$ cat config.mk
export PLATFORM = sky130hd
export DESIGN_NAME = pfsa_update
export DESIGN_NICKNAME = d
export VERILOG_FILES = /design/src/rtl/pfsa_pkg.sv /design/src/rtl/pfsa_update.sv
export SDC_FILE = /design/constraint.sdc
export NUM_CORES = 1
export LEC_CHECK = 0
export BUFFER_PORTS_ARGS = -buffer_cell sky130_fd_sc_hd__buf_2
export CAP_MARGIN = 20
export CORE_MARGIN = 1.5
export CORE_UTILIZATION = 40
export DETAILED_ROUTE_END_ITERATION = 8
export PLACE_DENSITY = 0.7
export SLEW_MARGIN = 20
export SYNTH_ARGS = -nofsm -noshare
export SYNTH_HDL_FRONTEND = slang
export SYNTH_SLANG_ARGS = --single-unit
$ cat constraint.sdc
create_clock -name vclk -period 6.25
set_clock_uncertainty 0.15 [all_clocks]
set_input_delay 0.3125 -clock vclk [all_inputs]
set_output_delay 0.3125 -clock vclk [all_outputs]
set_load 0.02 [all_outputs]
$ cat src/rtl/pfsa_pkg.sv
// Shared types, widths and codes of the pair force scatter accumulator.
package pfsa_pkg;

    localparam int MAX_ATOMS_DEF = 1024;
    localparam int IDX_W         = 10;
    localparam int NBR_W         = 11;
    localparam int IN_W          = 24;
    localparam int PROD_W        = 48;
    localparam int TERM_W        = 32;
    localparam int ACC_W         = 40;
    // Wide enough to hold the largest allowed atom count itself.
    localparam int CNT_W         = 17;

    localparam logic signed [ACC_W-1:0] ACC_MAX = {1'b0, {(ACC_W-1){1'b1}}};
    localparam logic signed [ACC_W-1:0] ACC_MIN = {1'b1, {(ACC_W-1){1'b0}}};

    typedef enum logic {
        OP_ACCUM = 1'b0,
        OP_READ  = 1'b1
    } t_op;

    typedef enum logic [2:0] {
        ST_CLEAR,
        ST_IDLE,
        ST_READ,
        ST_TERM,
        ST_CENTER,
        ST_NEIGHBOR
    } t_state;

    typedef struct packed {
        logic signed [ACC_W-1:0] x;
        logic signed [ACC_W-1:0] y;
        logic signed [ACC_W-1:0] z;
    } t_force;

    typedef struct packed {
        logic signed [TERM_W-1:0] x;
        logic signed [TERM_W-1:0] y;
        logic signed [TERM_W-1:0] z;
    } t_terms;

endpackage

$ cat src/rtl/pfsa_update.sv
// Saturating add or subtract of the three terms into one force word.
module pfsa_update
    import pfsa_pkg::*;
(
    input  t_force i_base,
    input  t_terms i_terms,
    input  logic   i_sub,
    output t_force o_result
);

    function automatic logic signed [ACC_W-1:0] sat_add(
        input logic signed [ACC_W-1:0]  base,
        input logic signed [TERM_W-1:0] term,
        input logic                     sub
    );
        logic signed [TERM_W:0] t;
        logic signed [ACC_W:0]  s;
        logic signed [ACC_W-1:0] r;
        t = sub ? -(TERM_W+1)'(term) : (TERM_W+1)'(term);
        s = (ACC_W+1)'(base) + (ACC_W+1)'(t);
        if (s[ACC_W] != s[ACC_W-1]) begin
            r = s[ACC_W] ? ACC_MIN : ACC_MAX;
        end else begin
            r = s[ACC_W-1:0];
        end
        return r;
    endfunction

    always_comb begin
        o_result.x = sat_add(i_base.x, i_terms.x, i_sub);
        o_result.y = sat_add(i_base.y, i_terms.y, i_sub);
        o_result.z = sat_add(i_base.z, i_terms.z, i_sub);
    end

endmodule

==> flow_summary_export.csv <==
group,metric,value,unit
run_status,status,"completed",
drt,finalWirelength,33840,microns
clock_network,cts_resized,0,
place,portBuffers,337,
global_route,grt_start_max_net_pins,39,
final_layout,final_common_cell,"buf_2",
sta,relSlewSlack,60.39,%
place,postPlaceCellArea,11220,sq um
sta,tightest_slew,586.5,ps
power,p_per_area,209.9,nW/um^2
synthesis,yosys.area_share.simple,17.84,%
worst_setup_path,worstPathMaxFanout,10,
global_route,grt_pass1_wl,53050,microns
die,die_area,23600,sq um
synthesis,synth.area.top_cells,"ha_1 (18%), xnor2_1 (15%), a21oi_1 (9.5%)",
drt,wl_per_cell,17.38,microns
worst_setup_path,startpoint_type,"input port",
sta,rsz0062_at_grt,"no",
global_route,antenna_found_initial,12,
final_layout,nClkBuffers,0,
die,start_util,41.20,%
synthesis,yosysWarnings,0,
drt,initialDrtViolationCount,654,
sta,max_freq,167.8,MHz
final_layout,finalInstanceArea,11320,sq um
synthesis,syn_area_per_cell,6.833,sq um
place,dpl.hpwl,28790,microns
synthesis,yosysTopAreaCell,"ha_1",
sta,hold_viol,0,
global_route,grt_pass1_vias,10569,
final_layout,most-common-layout-cells,"buf_2 (337), a21oi_1 (173), xnor2_1 (150), o21ai_0 (148), ha_1 (129)",
sta,layout_min_cycle_time,5961,ps
die,die_w,153.6,microns
drt,postRouteAntennaNets,0,
drt,num_vias,11360,
clock_network,cts_setup_buffers,0,
synthesis,synthCells,1328,
sta,setup_viol,0,
synthesis,synth_top_family_by_area,"compound AO/OA/AOI/OAI gates",
synthesis,synth_fp_nets,1677,
synthesis,synth_top_area_share,17.79,%
sta,tns,0,ps
synthesis,seq_area_frac_synth,0,%
final_layout,final_nets,2005,
drt,drc,0,
final_layout,areaGrowthSynthToFinish,24.72,%
synthesis,synth_compound_area_share,38.78,%
worst_setup_path,crit_arrival,5500,ps
global_route,grt_use_total,26.71,%
place,place.gp.congestion,0.9600,
sta,finalCritPeriodShare,95.37,%
synthesis,synthAdderAreaFrac,19.55,%
power,power_leakage,5.194,nW
die,fp.dieH,153.6,microns
worst_setup_path,worstSetupEndpointType,"output pin",
final_layout,regArea,0,sq um
die,num_rows,54,
synthesis,synth_mux_area_share,0.4826,%
die,ioPinCount,337,
die,core,22030,sq um
worst_setup_path,critPathRequiredTime,5790,ps
global_route,overflow,0,
final_layout,design.seq.count,0,
sta,slew_viol_final,0,
run,maxCapViolCount,0,
synthesis,synth.distinct_cells,72,
clock_network,postCtsHoldBufs,0,
synthesis,syn-cell-area,9074,sq um
final_layout,layout-drive-gt1-share,25.15,%
worst_setup_path,critical_path_class,"input port to output pin",
power,irDropWorstVdd,0.1761,mV
synthesis,synth-xor-area-share,19.19,%
worst_hold_path,min_path_type,"input port to output pin",
drt,dr.pass1.iters,7,
drt,via_per_inst,5.835,
-- power by group --
part | switching [mW] | internal (mW)
clock | 0 | 0.000000278
sequential | 0 | 0
combinational | 1.48 | 0.900
-- routing by layer --
| layer | up-vias | global-route usage (%) | wire (microns) |
|---|---|---|---|
| met1 | 5187 | 35.39 | 14910 |
| met2 | 447 | 45.59 | 15700 |
| met5 | - | 0 | 0 |
| li1 | 5674 | - | - |
| met4 | 0 | 7.813 | 927 |
| met3 | 52 | 2.790 | 2303 |
-- final timing paths --
| kind | from | end | slack (ps) | cells after the start |
|---|---|---|---|---|
| max | i_terms[12] | o_result[8] | 290 | 22 |
| min | i_base[80] | o_result[80] | 1010 | 5 |
-- cells by family after synthesis --
logic type / count (synthesis)
buf+inv: 95
fa+ha+maj: 142
mux: 4
compound gates: 562
simple gates: 327
xor+xnor: 198
-- metrics by stage --
step,worst slack (ps),instances,power (mW),hold slack [ps],utilization (%)
3_5_place_dp,210.0,1934,2.330,1005,50.96
6_report,289.4,1947,2.376,1009,51.38
3_3_place_gp,276.5,1934,2.320,1003,50.96
5_1_grt,8.358,1944,2.571,1071,51.35
4_1_cts,196.2,1934,2.345,1012,50.96
2_1_floorplan,611.5,1328,1.587,792.0,-
-- layout make-up --
| class | instances | area [sq um] |
|---|---|---|
| fillers | 2251 | 10710 |
| diodes | 13 | 32.53 |
| inverters | 44 | 165.2 |
| well taps | 280 | 350.3 |
| multi-input cells | 1233 | 8753 |
| repair buffers | 377 | 2016 |
-- cells in the mapped netlist, types with 11 or more instances --
| cell | n |
|---|---|
| a21oi_1 | 173 |
| o21a_1 | 18 |
| nand2_1 | 117 |
| nor3_1 | 12 |
| o211ai_1 | 11 |
| nand2b_1 | 11 |
| clkbuf_1 | 33 |
| nand4_1 | 23 |
| o41ai_1 | 18 |
| a21o_1 | 59 |
| xor2_1 | 46 |
| ha_1 | 129 |
| o21ai_0 | 148 |
| o31ai_1 | 30 |
| a211oi_1 | 12 |
| xnor2_1 | 151 |
| and3_1 | 16 |
| nor2_1 | 61 |
| inv_1 | 43 |
| o21bai_1 | 17 |
| nand3_1 | 28 |
| buf_2 | 15 |
-- worst max-delay path, cell delays in order --
cell and delay [ps]:
buf_2 120, or4_4 570, or4_1 440, or2_4 270, nor4_4 150, nand2_1 100
or4_4 460, o31ai_1 260, xnor2_1 100, ha_1 420, nand2_1 140, o21a_1 240
o21ai_0 270, a21oi_1 70, o21ai_0 210, a41oi_2 90, o21a_1 270, xnor2_2 250
nor2_2 80, buf_4 180, o21ai_0 260, buf_2 220
Power figures use the tool's default switching activity.
