`src/rtl/pfsa_pkg.sv`:
```
// Shared types, widths and codes of the pair force scatter accumulator.
package pfsa_pkg;

    localparam int MAX_ATOMS_DEF = 1024;
    localparam int IDX_W         = 10;
    localparam int NBR_W         = 11;
    localparam int IN_W          = 24;
    localparam int PROD_W        = 48;
    localparam int TERM_W        = 32;
    localparam int ACC_W         = 40;
    // Wide enough to hold the largest allowed atom count itself.
    localparam int CNT_W         = 17;

    localparam logic signed [ACC_W-1:0] ACC_MAX = {1'b0, {(ACC_W-1){1'b1}}};
    localparam logic signed [ACC_W-1:0] ACC_MIN = {1'b1, {(ACC_W-1){1'b0}}};

    typedef enum logic {
        OP_ACCUM = 1'b0,
        OP_READ  = 1'b1
    } t_op;

    typedef enum logic [2:0] {
        ST_CLEAR,
        ST_IDLE,
        ST_READ,
        ST_TERM,
        ST_CENTER,
        ST_NEIGHBOR
    } t_state;

    typedef struct packed {
        logic signed [ACC_W-1:0] x;
        logic signed [ACC_W-1:0] y;
        logic signed [ACC_W-1:0] z;
    } t_force;

    typedef struct packed {
        logic signed [TERM_W-1:0] x;
        logic signed [TERM_W-1:0] y;
        logic signed [TERM_W-1:0] z;
    } t_terms;

endpackage

```
`src/rtl/pfsa_term.sv`:
```
// Scale times derivative products and their rounding to Q16.16 terms.
module pfsa_term
    import pfsa_pkg::*;
(
    input  logic                   i_clk,
    input  logic                   i_load,
    input  logic signed [IN_W-1:0] i_du_value,
    input  logic signed [IN_W-1:0] i_deriv_x,
    input  logic signed [IN_W-1:0] i_deriv_y,
    input  logic signed [IN_W-1:0] i_deriv_z,
    output t_terms                 o_terms
);

    localparam logic signed [PROD_W-1:0] HALF_LSB = PROD_W'(32768);

    logic signed [PROD_W-1:0] r_prod_x;
    logic signed [PROD_W-1:0] r_prod_y;
    logic signed [PROD_W-1:0] r_prod_z;
    logic signed [PROD_W-1:0] w_rnd_x;
    logic signed [PROD_W-1:0] w_rnd_y;
    logic signed [PROD_W-1:0] w_rnd_z;
    t_terms                   r_terms;

    always_ff @(posedge i_clk) begin
        if (i_load) begin
            r_prod_x <= PROD_W'(i_du_value) * PROD_W'(i_deriv_x);
            r_prod_y <= PROD_W'(i_du_value) * PROD_W'(i_deriv_y);
            r_prod_z <= PROD_W'(i_du_value) * PROD_W'(i_deriv_z);
        end
    end

    // Round to nearest, ties toward plus infinity; the result fits 32 bits.
    assign w_rnd_x = (r_prod_x + HALF_LSB) >>> 16;
    assign w_rnd_y = (r_prod_y + HALF_LSB) >>> 16;
    assign w_rnd_z = (r_prod_z + HALF_LSB) >>> 16;

    always_ff @(posedge i_clk) begin
        r_terms.x <= w_rnd_x[TERM_W-1:0];
        r_terms.y <= w_rnd_y[TERM_W-1:0];
        r_terms.z <= w_rnd_z[TERM_W-1:0];
    end

    assign o_terms = r_terms;

endmodule

```
`config.mk`:
```
export PLATFORM = sky130hd
export DESIGN_NAME = pfsa_term
export DESIGN_NICKNAME = d
export VERILOG_FILES = /design/src/rtl/pfsa_pkg.sv /design/src/rtl/pfsa_term.sv
export SDC_FILE = /design/constraint.sdc
export NUM_CORES = 2
export LEC_CHECK = 0
export BUFFER_PORTS_ARGS = -buffer_cell sky130_fd_sc_hd__buf_2
export CAP_MARGIN = 20
export CORE_UTILIZATION = 25
export DETAILED_ROUTE_END_ITERATION = 6
export PLACE_DENSITY = 0.37
export SLEW_MARGIN = 20
export SYNTH_ARGS = -nofsm -noshare
export SYNTH_HDL_FRONTEND = slang
export SYNTH_SLANG_ARGS = --single-unit
```
`constraint.sdc`:
```
create_clock -name i_clk -period 17.5 [get_ports i_clk]
set_input_delay 3.5 -clock i_clk [delete_from_list [all_inputs] [get_ports i_clk]]
set_output_delay 3.5 -clock i_clk [all_outputs]
set_load 0.005 [all_outputs]
```
==> results.json <==
{
  "first_pass_iters": 5,
  "routabilityCongestion": 0.816,
  "endpoint_kind": "register",
  "multi_input_area_um2": 55100,
  "clk_latency_ns": 0.61,
  "maxCapViolations": 0,
  "synth_flop_cell": "edfxtp_1",
  "num_vias": 45200,
  "die_area_um2": 274000,
  "cpMostUsedCell": "fa_1",
  "setup_viol": 0,
  "slowest_delay_ns": 0.63,
  "cts_tree": "done",
  "outcome": "finished, final reports clean",
  "synth.cell_area_um2": 67900,
  "wl_per_cell_um": 18.9,
  "crit_type": "in2reg",
  "seq_area_um2": 4890,
  "drc": 0,
  "cts_buffer_depth": 3,
  "grt_pass1_wl_um": 317000,
  "fmax_ghz": 0.0873,
  "cts_setup_buffers": 0,
  "areaGrowthSynthToFinish_pct": 7.93,
  "cp.required_ns": 17.82,
  "ios": 194,
  "start_util_pct": 25.2,
  "grtUsageMet1_pct": 20.8,
  "finalMaxSlewViolations": 0,
  "clk_pin_slew_ns": 0.08,
  "clock_sinks": 195,
  "synth_nets": 9370,
  "drt_iter0_markers": 1793,
  "crit_family": "adder cells",
  "final_nets": 9312,
  "async_flop_share_pct": 0,
  "crit_arrival_ns": 11.77,
  "synth_warnings": 0,
  "drt_wl_total_um": 200000,
  "grtUsageMet3_pct": 2.15,
  "die_width_um": 523,
  "fin_setup_tns_ns": 0,
  "core-area_um2": 269000,
  "cpMaxStageDelayCell": "buf_4",
  "die_y_um": 523,
  "root_buffer": "clkbuf_16",
  "port_buffers": 193,
  "synth_area_per_cell_um2": 9.62,
  "cts_resized": 0,
  "hpwlAfterDp_um": 157000,
  "hold_violations": 0,
  "synth_edf_count": 99,
  "antenna_found_initial": 38,
  "grt_max_degree": 73,
  "use_met2_pct": 26.2,
  "nFillCells": 29000,
  "synth_seq_cells": 195,
  "setup.worst_path.start_class": "input port",
  "tightest_slew_ns": 1.06,
  "rows": 190,
  "fin_skew_ns": 0.0295,
  "maxSlewHeadroom_pct": 28.8,
  "drtAntennaViolNets": 0,
  "top_usage_layer": "met2",
  "critical_path_buf_inv_count": 7,
  "grt_pass1_vias": 52100,
  "postCtsHoldBufs": 0,
  "rsz0062_at_grt": "false",
  "cts_max_level": 4,
  "synth.distinct_cells": 57,
  "viasPerCell": 4.28,
  "ys_seq_area_share_pct": 7.21,
  "hold_class": "reg2reg",
  "finalCriticalPeriod_ns": 11.45,
  "numCtsBuffers": 21,
  "min_period_over_period_pct": 65.4,
  "cp_max_fo": 34,
  "gr-total-overflow": 0,
  "layout-drive-gt1-share_pct": 4.19,
  "grt_use_total_pct": 15.4,
  "netlist_instances": 7061
}
[synthesized netlist by cell type (all sizes together), types with 21 or more instances]
| cell type | n | area share, % |
|---|---|---|
| inv | 1768 | 9.8 |
| clkbuf | 333 | 1.8 |
| dfxtp | 96 | 2.8 |
| a21oi | 75 | 0.55 |
| fa | 1818 | 54 |
| nor2 | 141 | 0.78 |
| nor3 | 21 | 0.15 |
| a21o | 56 | 0.62 |
| nand2 | 938 | 5.2 |
| and2 | 793 | 7.3 |
| nand4 | 22 | 0.20 |
| nand3 | 57 | 0.42 |
| edfxtp | 99 | 4.4 |
| xnor2 | 164 | 2.1 |
| o21ai | 40 | 0.29 |
| xor2 | 57 | 0.74 |
| nand2b | 27 | 0.25 |
| ha | 393 | 7.2 |
| and3 | 30 | 0.28 |
[kinds of logic (layout without fill, tap and decap cells)]
logic type	Yosys count	after routing	synth area share (%)
muxes	1	1	0.0147
xor gates and xnor gates	221	221	2.85
other	0	17	0
AOI/OAI and AO/OA	250	250	2.39
and+or+nand+nor	2075	2075	15.0
adders and majority gates	2211	2211	60.8
buffers and inverters	2108	2059	11.7
DFF	195	195	7.21
[registers in the layout (all words and copies together) (netlist names)]
signal,cells
o_terms,96
r_prod_x,33
r_prod_y,33
r_prod_z,33
[worst paths after layout]
check | from | cells after the start | to | slack, ns
setup / recovery | i_du_value[14] | 26 | r_prod_y[42] | 6.05
hold / removal | r_prod_z[47] | 1 | o_terms[31] | 0.46
setup reg to reg | r_prod_x[23] | 8 | o_terms[92] | 14.05
hold reg to reg | r_prod_z[47] | 1 | o_terms[31] | 0.46
[routing by layer]
layer	routed length (um)	up-vias
li1	-	20000
met1	90200	24300
met2	97400	686
met3	8060	162
met4	3630	32
met5	179	-
[final cells by class]
| cell class | count | share of cell area, % |
|---|---|---|
| well taps | 3552 | 6.06 |
| flip-flops and latches | 195 | 6.68 |
| clock inverters | 8 | 0.174 |
| clock buffers | 24 | 0.760 |
| repair buffers | 256 | 2.02 |
| diodes | 17 | 0.0581 |
| inverters | 1771 | 9.07 |
| multi-input cells | 4758 | 75.2 |
[per-stage QoR]
| stage | hold WS [ns] | cells | setup WS (ns) | util, % | instance area (um2) |
|---|---|---|---|---|---|
| floorplan | 0.428 | 7061 | 6.84 | - | 67900 |
| global placement | 0.458 | 10500 | 5.46 | 27.0 | 72500 |
| detailed placement | 0.462 | 10500 | 5.44 | 27.0 | 72500 |
| CTS | 0.474 | 10600 | 6.06 | 27.2 | 73200 |
| global route | 0.490 | 10600 | 5.60 | 27.2 | 73300 |
| finish | 0.461 | 10600 | 6.05 | 27.2 | 73300 |
[worst reg2reg max path, delay by kind of cell, from the launching register on]
| kind | cells | cell delay (ns) |
|---|---|---|
| DFF | 1 | 0.41 |
| xor gates and xnor gates | 1 | 0.22 |
| and+or+nand+nor | 7 | 2.73 |
[layout by cell type, fill, tap and decap left out, types with 56 or more instances in the layout]
master / instances
fa_1: 1818
inv_1: 1768
nand2_1: 938
and2_1: 793
ha_1: 393
buf_2: 187
xnor2_1: 164
nor2_1: 141
edfxtp_1: 99
dfxtp_1: 96
a21oi_1: 75
buf_4: 66
nand3_1: 57
xor2_1: 57
a21o_1: 56
Power is not shown: default switching activity piles up to over one toggle a cycle in this logic, so the estimate is an artifact.
